===== config.mk =====
export PLATFORM = sky130hd
export DESIGN_NAME = timestamp_ordered_stream_merge_unit_flat
export DESIGN_NICKNAME = d
export VERILOG_FILES = /design/src/hdl/tosm_pkg.sv /design/src/hdl/tosm_in_if.sv /design/src/hdl/tosm_out_if.sv /design/src/hdl/timestamp_ordered_stream_merge_unit.sv /design/src/flat_wrapper.sv
export SDC_FILE = /design/constraint.sdc
export NUM_CORES = 1
export LEC_CHECK = 0
export BUFFER_PORTS_ARGS = -buffer_cell sky130_fd_sc_hd__buf_4
export CAP_MARGIN = 0
export CORE_ASPECT_RATIO = 0.8
export CORE_MARGIN = 4
export CORE_UTILIZATION = 25
export DETAILED_ROUTE_END_ITERATION = 8
export GPL_ROUTABILITY_DRIVEN = 0
export GPL_TIMING_DRIVEN = 0
export PLACE_DENSITY = 0.37
export SLEW_MARGIN = 20
export SYNTH_ARGS = -nofsm -noshare
export SYNTH_HDL_FRONTEND = slang
export SYNTH_SLANG_ARGS = --single-unit

===== constraint.sdc =====
create_clock -name clk -period 12.57 [get_ports clk]
set_input_delay 2.514 -clock clk [delete_from_list [all_inputs] [get_ports clk]]
set_output_delay 2.514 -clock clk [all_outputs]
set_load 0.05 [all_outputs]

===== src/hdl/tosm_pkg.sv =====
//------------------------------------------------------------------------------
// tosm_pkg
// Shared types and constants for the timestamp ordered stream merge unit.
//------------------------------------------------------------------------------
`default_nettype none

package tosm_pkg;

  // Stream count is tied to the 3-bit stream field
  localparam int MAX_STREAMS = 8;

  localparam int STREAM_W = 3;
  localparam int SEC_W    = 32;
  localparam int USEC_W   = 20;
  localparam int LEN_W    = 16;
  localparam int CFG_W    = 4;

  localparam logic [CFG_W-1:0] ACTIVE_RESET = 4'd8;

  typedef struct packed {
    logic [STREAM_W-1:0] stream;
    logic [SEC_W-1:0]    ts_sec;
    logic [USEC_W-1:0]   ts_usec;
    logic [LEN_W-1:0]    cap_len;
    logic                ended;
  } in_item_t;

  typedef struct packed {
    logic [STREAM_W-1:0] winner;
    logic [SEC_W-1:0]    out_sec;
    logic [USEC_W-1:0]   out_usec;
    logic [LEN_W-1:0]    out_len;
    logic                all_done;
  } out_item_t;

  // One pending head as held in the head memory
  typedef struct packed {
    logic [SEC_W-1:0]  sec;
    logic [USEC_W-1:0] usec;
    logic [LEN_W-1:0]  len;
  } head_t;

endpackage

`default_nettype wire


===== src/hdl/tosm_in_if.sv =====
//------------------------------------------------------------------------------
// tosm_in_if
// Valid/ready channel carrying one stream header or end report per item.
//------------------------------------------------------------------------------
`default_nettype none

interface tosm_in_if;
  logic              valid;
  logic              ready;
  tosm_pkg::in_item_t data;

  modport source (output valid, output data, input ready);
  modport sink   (input valid, input data, output ready);
endinterface

`default_nettype wire


===== src/hdl/tosm_out_if.sv =====
//------------------------------------------------------------------------------
// tosm_out_if
// Valid/ready channel carrying one merged header or the done marker per item.
//------------------------------------------------------------------------------
`default_nettype none

interface tosm_out_if;
  logic                valid;
  logic                ready;
  tosm_pkg::out_item_t data;

  modport source (output valid, output data, input ready);
  modport sink   (input valid, input data, output ready);
endinterface

`default_nettype wire


===== src/hdl/timestamp_ordered_stream_merge_unit.sv =====
//------------------------------------------------------------------------------
// timestamp_ordered_stream_merge_unit
// K-way merge of packet header streams by (seconds, microseconds) timestamp.
//------------------------------------------------------------------------------
// Each input item is a header for one stream or an end report. The unit holds
// one pending head per stream in a head memory with one write and one read
// port and, once every active stream holds a head or has ended, emits the
// earliest head (ties go to the higher stream index). When the last active
// stream ends, one item with all_done set is given. To find the head, the
// search reads the n active entries of the head memory one entry per cycle
// through one shared timestamp comparator, n being the active stream count.
// in_ch.ready is low while an item is being processed. A result waiting in
// the output register does not block the next item; a second result holds
// the unit in S_EMIT until the output register is free. active_streams
// (active_r) is to be written through cfg_wr_en / cfg_wr_data only while
// idle; the unit itself does not enforce this.
//------------------------------------------------------------------------------
`default_nettype none

module timestamp_ordered_stream_merge_unit (
  input  wire                        clk,
  input  wire                        rst_n,
  input  wire                        cfg_wr_en,
  input  wire [tosm_pkg::CFG_W-1:0]  cfg_wr_data,
  tosm_in_if.sink                    in_ch,
  tosm_out_if.source                 out_ch
);

  localparam int MAX_STREAMS = tosm_pkg::MAX_STREAMS;
  localparam int IDX_W = (MAX_STREAMS > 1) ? $clog2(MAX_STREAMS) : 1;
  localparam int CNT_W = $clog2(MAX_STREAMS + 1);
  localparam int CMP_W = (CNT_W > tosm_pkg::CFG_W) ? CNT_W : tosm_pkg::CFG_W;

  typedef enum logic [4:0] {
    S_IDLE  = 5'b00001,
    S_APPLY = 5'b00010,
    S_CHECK = 5'b00100,
    S_SCAN  = 5'b01000,
    S_EMIT  = 5'b10000
  } state_t;

  state_t                       state_r, state_nxt;
  logic [tosm_pkg::CFG_W-1:0]   active_r, active_nxt;
  tosm_pkg::in_item_t           item_r;
  logic [MAX_STREAMS-1:0]       present_r, present_nxt;
  logic [MAX_STREAMS-1:0]       closed_r, closed_nxt;
  logic                         newly_r, newly_nxt;
  logic [CNT_W-1:0]             cnt_r, cnt_nxt;
  logic                         pend_r, pend_nxt;
  logic [IDX_W-1:0]             pend_idx_r, pend_idx_nxt;
  logic [IDX_W-1:0]             best_idx_r, best_idx_nxt;
  tosm_pkg::head_t              best_head_r, best_head_nxt;
  logic                         any_r, any_nxt;
  tosm_pkg::out_item_t          res_r, res_nxt;
  logic                         out_valid_r, out_valid_nxt;
  tosm_pkg::out_item_t          out_data_r, out_data_nxt;

  tosm_pkg::head_t              head_mem [MAX_STREAMS];
  tosm_pkg::head_t              rd_head_r;

  logic [CMP_W-1:0]             n_cmp;
  logic [CMP_W-1:0]             s_ext;
  logic [IDX_W-1:0]             s_idx;
  logic                         s_ok;
  logic                         mem_we;
  tosm_pkg::head_t              wr_head;
  logic [MAX_STREAMS-1:0]       act_mask;
  logic                         all_closed;
  logic                         all_ready;
  logic                         any_head;
  logic                         issue;
  logic                         earlier;
  logic [CMP_W-1:0]             best_ext;

  // Clamp the active count into 1..MAX_STREAMS
  always_comb begin
    if (active_r == '0) begin
      n_cmp = CMP_W'(1);
    end else if (CMP_W'(active_r) > CMP_W'(MAX_STREAMS)) begin
      n_cmp = CMP_W'(MAX_STREAMS);
    end else begin
      n_cmp = CMP_W'(active_r);
    end
  end

  always_comb begin
    for (int i = 0; i < MAX_STREAMS; i++) begin
      act_mask[i] = CMP_W'(i) < n_cmp;
    end
  end

  assign s_ext      = CMP_W'(item_r.stream);
  assign s_idx      = s_ext[IDX_W-1:0];
  assign s_ok       = s_ext < n_cmp;
  assign all_closed = &(closed_r | ~act_mask);
  assign all_ready  = &(closed_r | present_r | ~act_mask);
  assign any_head   = |(present_r & ~closed_r & act_mask);
  assign issue      = CMP_W'(cnt_r) < n_cmp;
  assign best_ext   = CMP_W'(best_idx_r);

  assign mem_we       = (state_r == S_APPLY) && s_ok && !item_r.ended && !closed_r[s_idx];
  assign wr_head.sec  = item_r.ts_sec;
  assign wr_head.usec = item_r.ts_usec;
  assign wr_head.len  = item_r.cap_len;

  // Shared comparator: candidate is earlier than or equal to the best so far
  assign earlier = (rd_head_r.sec < best_head_r.sec) ||
                   ((rd_head_r.sec == best_head_r.sec) &&
                    (rd_head_r.usec <= best_head_r.usec));

  assign in_ch.ready  = (state_r == S_IDLE);
  assign out_ch.valid = out_valid_r;
  assign out_ch.data  = out_data_r;

  always_ff @(posedge clk) begin
    if (mem_we) begin
      head_mem[s_idx] <= wr_head;
    end
    rd_head_r <= head_mem[cnt_r[IDX_W-1:0]];
  end

  always_comb begin
    state_nxt     = state_r;
    active_nxt    = active_r;
    present_nxt   = present_r;
    closed_nxt    = closed_r;
    newly_nxt     = newly_r;
    cnt_nxt       = cnt_r;
    pend_nxt      = pend_r;
    pend_idx_nxt  = pend_idx_r;
    best_idx_nxt  = best_idx_r;
    best_head_nxt = best_head_r;
    any_nxt       = any_r;
    res_nxt       = res_r;
    out_valid_nxt = out_valid_r;
    out_data_nxt  = out_data_r;

    if (cfg_wr_en) begin
      active_nxt = cfg_wr_data;
    end
    if (out_valid_r && out_ch.ready) begin
      out_valid_nxt = 1'b0;
    end

    case (state_r)
      S_IDLE: begin
        if (in_ch.valid) begin
          state_nxt = S_APPLY;
        end
      end
      S_APPLY: begin
        newly_nxt = 1'b0;
        if (s_ok && !closed_r[s_idx]) begin
          if (item_r.ended) begin
            closed_nxt[s_idx]  = 1'b1;
            present_nxt[s_idx] = 1'b0;
            newly_nxt          = 1'b1;
          end else begin
            present_nxt[s_idx] = 1'b1;
          end
        end
        state_nxt = S_CHECK;
      end
      S_CHECK: begin
        cnt_nxt = '0;
        pend_nxt = 1'b0;
        any_nxt = 1'b0;
        if (all_closed) begin
          res_nxt          = '0;
          res_nxt.all_done = 1'b1;
          state_nxt        = newly_r ? S_EMIT : S_IDLE;
        end else if (all_ready && any_head) begin
          state_nxt = S_SCAN;
        end else begin
          state_nxt = S_IDLE;
        end
      end
      S_SCAN: begin
        // Issue one read per cycle, compare the entry read last cycle
        pend_nxt     = issue;
        pend_idx_nxt = cnt_r[IDX_W-1:0];
        if (issue) begin
          cnt_nxt = cnt_r + CNT_W'(1);
        end
        if (pend_r && present_r[pend_idx_r] && (!any_r || earlier)) begin
          best_idx_nxt  = pend_idx_r;
          best_head_nxt = rd_head_r;
          any_nxt       = 1'b1;
        end
        if (!issue && !pend_r) begin
          res_nxt.winner          = best_ext[tosm_pkg::STREAM_W-1:0];
          res_nxt.out_sec         = best_head_r.sec;
          res_nxt.out_usec        = best_head_r.usec;
          res_nxt.out_len         = best_head_r.len;
          res_nxt.all_done        = 1'b0;
          present_nxt[best_idx_r] = 1'b0;
          state_nxt               = S_EMIT;
        end
      end
      S_EMIT: begin
        // Hold until the output register is free
        if (!out_valid_r || out_ch.ready) begin
          out_valid_nxt = 1'b1;
          out_data_nxt  = res_r;
          state_nxt     = S_IDLE;
        end
      end
      default: begin
        state_nxt = S_IDLE;
      end
    endcase
  end

  always_ff @(posedge clk) begin
    if (!rst_n) begin
      state_r     <= S_IDLE;
      active_r    <= tosm_pkg::ACTIVE_RESET;
      present_r   <= '0;
      closed_r    <= '0;
      newly_r     <= 1'b0;
      cnt_r       <= '0;
      pend_r      <= 1'b0;
      any_r       <= 1'b0;
      out_valid_r <= 1'b0;
    end else begin
      state_r     <= state_nxt;
      active_r    <= active_nxt;
      present_r   <= present_nxt;
      closed_r    <= closed_nxt;
      newly_r     <= newly_nxt;
      cnt_r       <= cnt_nxt;
      pend_r      <= pend_nxt;
      any_r       <= any_nxt;
      out_valid_r <= out_valid_nxt;
    end
  end

  always_ff @(posedge clk) begin
    if (in_ch.valid && in_ch.ready) begin
      item_r <= in_ch.data;
    end
    pend_idx_r  <= pend_idx_nxt;
    best_idx_r  <= best_idx_nxt;
    best_head_r <= best_head_nxt;
    res_r       <= res_nxt;
    out_data_r  <= out_data_nxt;
  end

endmodule

`default_nettype wire

===== src/flat_wrapper.sv =====
// flat-port wrapper written by rule: the top's interface ports become plain ports
module timestamp_ordered_stream_merge_unit_flat 
  (clk, rst_n, cfg_wr_en, cfg_wr_data, in_ch_valid, in_ch_data, in_ch_ready, out_ch_valid, out_ch_data, out_ch_ready);
  tosm_in_if in_ch_i ();
  tosm_out_if out_ch_i ();
  input  wire clk;
  input  wire rst_n;
  input  wire cfg_wr_en;
  input  wire [tosm_pkg::CFG_W-1:0] cfg_wr_data;
  input wire logic [$bits(in_ch_i.valid)-1:0] in_ch_valid;
  input wire logic [$bits(in_ch_i.data)-1:0] in_ch_data;
  output wire logic [$bits(in_ch_i.ready)-1:0] in_ch_ready;
  output wire logic [$bits(out_ch_i.valid)-1:0] out_ch_valid;
  output wire logic [$bits(out_ch_i.data)-1:0] out_ch_data;
  input wire logic [$bits(out_ch_i.ready)-1:0] out_ch_ready;
  assign in_ch_i.valid = in_ch_valid;
  assign in_ch_i.data = in_ch_data;
  assign in_ch_ready = in_ch_i.ready;
  assign out_ch_valid = out_ch_i.valid;
  assign out_ch_data = out_ch_i.data;
  assign out_ch_i.ready = out_ch_ready;
  timestamp_ordered_stream_merge_unit u_core (.clk(clk), .rst_n(rst_n), .cfg_wr_en(cfg_wr_en), .cfg_wr_data(cfg_wr_data), .in_ch(in_ch_i), .out_ch(out_ch_i));
endmodule

* Word-level counts from Yosys, hierarchy flattened *
Memories as Yosys holds them, arrays and structs flattened. A register that Yosys moved wholly into a read port is not among the register bits.
Cells that the tools add are included.

operators by class
  $add $sub $neg = 1
  magnitude comparators = 18
  equal/unequal tests = 13
  muxes and demuxes = 36
  bitwise operators = 13
  reduce and logical (&&, ||, !) cells = 36

operators with widths
  kind                count
  $mux 72             2
  $pmux 72 s2         1
  $or 8x8->8          5
  $and 8x8->8         4
  $eq 32x32->1        1
  $lt 32x32->1        1
  $not 8->8           4
  $mux 5              5
  $pmux 5 s5          1
  $mux 8              3
  $le 20x20->1        1
  $lt 3x4->1 const A  4
  $mux 4              4
  $pmux 8 s2          1
  $reduce_and 8->1    2
  $logic_and 1x1->1   13
  $lt 3x4->1 const B  3
  $mux 1              12
  $reduce_and 3->1    4
  $ne 2x1->1 const B  5
  $lt 1x4->1 const A  2
  $lt 2x4->1 const A  2
  $pmux 4 s2          1
  $reduce_and 2->1    4
  19 further kinds    32

word-level totals
  register bits after elaboration = 323
  bits in writable memories = 544
  bits of input ports = 81
  output and inout port bits = 74
  memories = 1

memories
  memory           depth  bits a word  rd ports  clocked after memory_dff  write ports  line                                       RTL
  u_core.head_mem  8      68           1         1                         1            timestamp_ordered_stream_merge_unit.sv:58  tosm_pkg::head_t head_mem [MAX_STREAMS];

* Logic depth before layout (Yosys ltp) *
  depth after elaboration = 11
  depth in mapped cells = 11
  gate-level depth less buffers = 9

* Worst setup path before layout *
Ideal clock, no wire load.

  path kind = flip-flop to flip-flop
  from = register u_core.active_r[1] in the netlist's numbering
  to = memory u_core.head_mem[3][0] in the netlist's numbering, enable pin
  data arrival time = 6.219 ns
  setup slack = 5.773 ns
  stages on the path, launching flop included = 9
  path buffers = 1
  clock period less this slack = 6.797 ns
  cell sequence = dfxtp_1 clkbuf_1 nand2_1 ha_1 o21ai_0 a21oi_1 o21ai_0 nand3_1 nor3_1

on the way
  cells in the longest elaborated chain, start to end = 9
  elaborated cells on any way between the ends = 10
  classes of those cells = order compare (2); mux (4); reduce/logical (4)

ends and longest elaborated chain
  element                           line                                        RTL
  start, declared                   timestamp_ordered_stream_merge_unit.sv:43   logic [tosm_pkg::CFG_W-1:0] active_r, active_nxt;
  start signal, assigned            timestamp_ordered_stream_merge_unit.sv:217  active_r <= tosm_pkg::ACTIVE_RESET;
  start signal, assigned            timestamp_ordered_stream_merge_unit.sv:227  active_r <= active_nxt;
  $gt 4x4->1                        timestamp_ordered_stream_merge_unit.sv:79   end else if (CMP_W'(active_r) > CMP_W'(MAX_STREAMS)) begin
  $mux 4                            timestamp_ordered_stream_merge_unit.sv:79
  $mux 4 *                          timestamp_ordered_stream_merge_unit.sv:77   if (active_r == '0) begin
  $lt 3x4->1 *                      timestamp_ordered_stream_merge_unit.sv:94   assign s_ok = s_ext < n_cmp;
  $logic_and 1x1->1 * (3 in a row)  timestamp_ordered_stream_merge_unit.sv:101  assign mem_we = (state_r == S_APPLY) && s_ok && !item_r.ended && !closed_r[s_idx];
  $mux 1 *                          timestamp_ordered_stream_merge_unit.sv:116  if (mem_we) begin
  $mux 1 (not written as such) *    timestamp_ordered_stream_merge_unit.sv:117  head_mem[s_idx] <= wr_head;
  end, declared                     timestamp_ordered_stream_merge_unit.sv:58

Every way passes the cells marked *; elsewhere a longest branch is shown, timed or not.

* Worst setup path after layout *
  from = register u_core.active_r[1] in the netlist's numbering
  to = memory u_core.head_mem[3][46] in the netlist's numbering, enable pin

The elaborated chain is that of the path after synthesis.

==> summary.md <==
| Metric | Value |
|---|---|
| Clk_skew | `36.2 ps` |
| Leakage | `13.5 nW` |
| Final ANT Viol Nets | `0` |
| Pwr Total | `0.00658 W` |
| Initial DRT Pass Iterations | `6` |
| Maxcap violations | `0` |
| Share of layout cells above drive strength 1 | `29.5%` |
| Top FF cell, synth | `edfxtp_1` |
| Status | `completed` |
| Largest family of logic cells by synthesized area | `multiplexers` |
| Final setup vio count | `0` |
| Post-Synth Simple-Gate Area | `3.35%` |
| Final period utilization | `35.6%` |
| First-iteration detailed-routing DRC count | `1180` |
| Chip Width | `422 µm` |
| Slew @ Worst Pin | `1060 ps` |
| Post-synthesis register bit count | `935` |
| WS Path Type | `reg2reg` |
| Post-Synth Adder-Cell Area | `2.12%` |
| Die span in y | `339 µm` |
| Maximum clock rate | `224 MHz` |
| Hold/Removal Path Class | `reg2reg` |
| Port Buffers | `153` |
| Multi-input logic area | `6790 µm²` |
| Initial antenna violation count | `1` |
| # hold bufs at CTS | `0` |
| Gates resized, CTS repair | `0` |
| Maximum VDD drop | `0.0904 mV` |
| Final nets | `2149` |
| Synth Area in XOR/XNOR | `0.0511%` |
| RSZ-0062 raised after global routing | `no` |
| Final hold violations | `0` |
| Worst setup margin | `8100 ps` |
| Yosys cell types | `57` |
| Post-synth EDFFs | `834` |
| Pre-CTS WS | `8130 ps` |
| Area growth syn-to-layout | `23.6%` |
| DR vias/cell | `4.23` |
| CTS Buf Count | `104` |
| Synth top area share | `73.1%` |
| Starting Density | `25.2%` |
| DRC Markers | `0` |
| Detailed Place HPWL | `57.2 mm` |
| Mux share of post-synthesis cell area | `11.5%` |
| # rows | `121` |
| H-tree depth | `3` |
| Power Density | `155 nW/µm²` |
| First-pass GRT wire length | `124 mm` |
| GRT overflow | `0` |
| Cell area after synthesis | `34300 µm²` |
| Wire length per cell | `22.0 µm` |
| Post-synthesis cell count | `1695` |
| Most frequent cells in the layout | `edfxtp_1, buf_4, mux4_2, clkbuf_16, dfxtp_1` |
| Post-synthesis average cell area | `20.2 µm²` |
| Fill cells | `13100` |
| Post-CTS Setup Inserts | `0` |
| Skew-Pair Late Insertion Delay | `700 ps` |
| Min Tclk post-route | `4470 ps` |
| Largest net degree at the start of global routing | `33` |
| Yosys warnings | `0` |
| CP Launch Type | `register` |
| Syn_nets | `1834` |
| Max-slew headroom | `29.1%` |
| Most common cell after layout, fill and taps aside | `edfxtp_1` |
| Die area | `143000 µm²` |
| Dominant cell type by area after synthesis | `edfxtp_1` |
| Async S/R FF share, synth | `0%` |
| Arrival time worst endpoint | `4860 ps` |
| Clock transition at the registers of the reported paths | `60 ps` |
| CTS tree | `built` |
| Vias in the first global route | `18000` |
| Seq. cell area | `27100 µm²` |
| Hold_ws | `403 ps` |
| Vias | `16400` |
| GR Util All Layers | `11.9%` |
| IO Count | `155` |
| Seq/Total Area, Yosys | `79.0%` |
| Clock buffer depth | `3` |
| Critical Path Fanout Max | `10` |
| DP Area | `38900 µm²` |
| Final Slew Violations | `0` |
| Area contributors post-synth | `edfxtp_1, mux4_2, dfxtp_1` |
| Core ar. | `136000 µm²` |
| Total Routed Length | `85.3 mm` |
| Clock Sink Count | `935` |
| Post-synthesis compound-gate area fraction | `2.54%` |
| CTS root buf | `clkbuf_16` |
| CP endpoint kind | `register` |
| Required time of the worst setup path | `12960 ps` |
| Post-route cell area | `42400 µm²` |
state kept, by name, indices dropped and copies added (netlist names), named ones only:
signal / cells
u_core.active_r: 4
u_core.out_ch.data: 72
u_core.cnt_r: 4
u_core.s_idx: 3
u_core.item_r: 69
u_core.head_mem: 544
u_core.pend_idx_r: 3
u_core.any_r: 1
u_core.best_head_r: 68
u_core.state_r: 5
u_core.pend_r: 1
u_core.out_ch.valid: 1
u_core.res_r: 72
u_core.best_idx_r: 3
u_core.newly_r: 1
u_core.closed_r: 8
u_core.rd_head_r: 68
cells by family after synthesis:
| family | count (synthesis) |
|---|---|
| flip-flops | 935 |
| AND/OR/NAND/NOR | 233 |
| multiplexers | 212 |
| buffers and inverters | 128 |
| AO/OA/AOI/OAI | 127 |
| adder cells (fa/ha/maj) | 58 |
| XOR/XNOR | 2 |
layout make-up:
class | instances | share of cell area (%)
antenna | 2 | 0.0118
timing repair buffer | 209 | 5.49
tap | 1783 | 5.27
clock buffer | 149 | 7.05
inverter | 62 | 0.549
clock inverter | 45 | 1.03
multi-input combinational | 632 | 16.0
buffer | 66 | 0.676
sequential | 935 | 63.9
through the flow:
step                      utilization (%)  std cells  TNS [ps]
after detailed placement             28.6       3687         0
final                                31.1       3883         0
after global placement               27.7       3631   -125910
after floorplan                         -       1695         0
after CTS                            31.1       3881         0
after global routing                 31.1       3881         0
Yosys cell counts, drive strengths merged (7+ instances only):
master / instances
nor2: 85
o21a: 10
and2: 8
dfxtp: 101
mux2: 69
and3: 25
nor4: 7
nand2: 36
edfxtp: 834
nor3: 17
clkbuf: 41
mux4: 138
ha: 58
a31oi: 7
nand4: 13
buf: 25
nand3: 13
inv: 61
nor2b: 17
a21oi: 44
o21ai: 15
o221a: 8
layer usage:
layer,GRT usage (%),vias to the layer above,share of wire [%]
met3,2.61,149,4.2
met5,0,-,0.023
li1,-,7434,-
met4,3.29,2,2.5
met1,15.5,8496,44
met2,19.9,336,49
critical path, cell delays in order, from the launching register on:
cell      delay [ps]
dfxtp_1          330
clkbuf_1         350
nand2_1          160
ha_1             290
o21ai_0          150
a21oi_1           60
o21ai_0          380
nand3_1          700
nor3_2           810
buf_4            320
buf_4            210
buf_4            200
buf_4            200
power by group:
part / total (W) / switching [W] / internal [W]
registers: 0.00346 / 0.0000406 / 0.00341
clock network: 0.00304 / 0.00123 / 0.00181
logic: 0.0000901 / 0.0000554 / 0.0000347
total: 0.00658 / 0.00132 / 0.00526
worst paths after layout:
path / from / end / slack [ps] / depth (start not counted)
worst min-delay path: u_core.rd_head_r[9]$_DFF_P_ / u_core.best_head_r[9]$_DFFE_PP_ / 400 / 0
worst max register to register: u_core.active_r[1]$_SDFFE_PN0P_ / u_core.head_mem[3][46]$_DFFE_PP_ / 8100 / 12
worst min register to register: u_core.rd_head_r[9]$_DFF_P_ / u_core.best_head_r[9]$_DFFE_PP_ / 400 / 0
worst max-delay path: u_core.active_r[1]$_SDFFE_PN0P_ / u_core.head_mem[3][46]$_DFFE_PP_ / 8100 / 12
No activity file was read; power rests on OpenSTA's default activity.
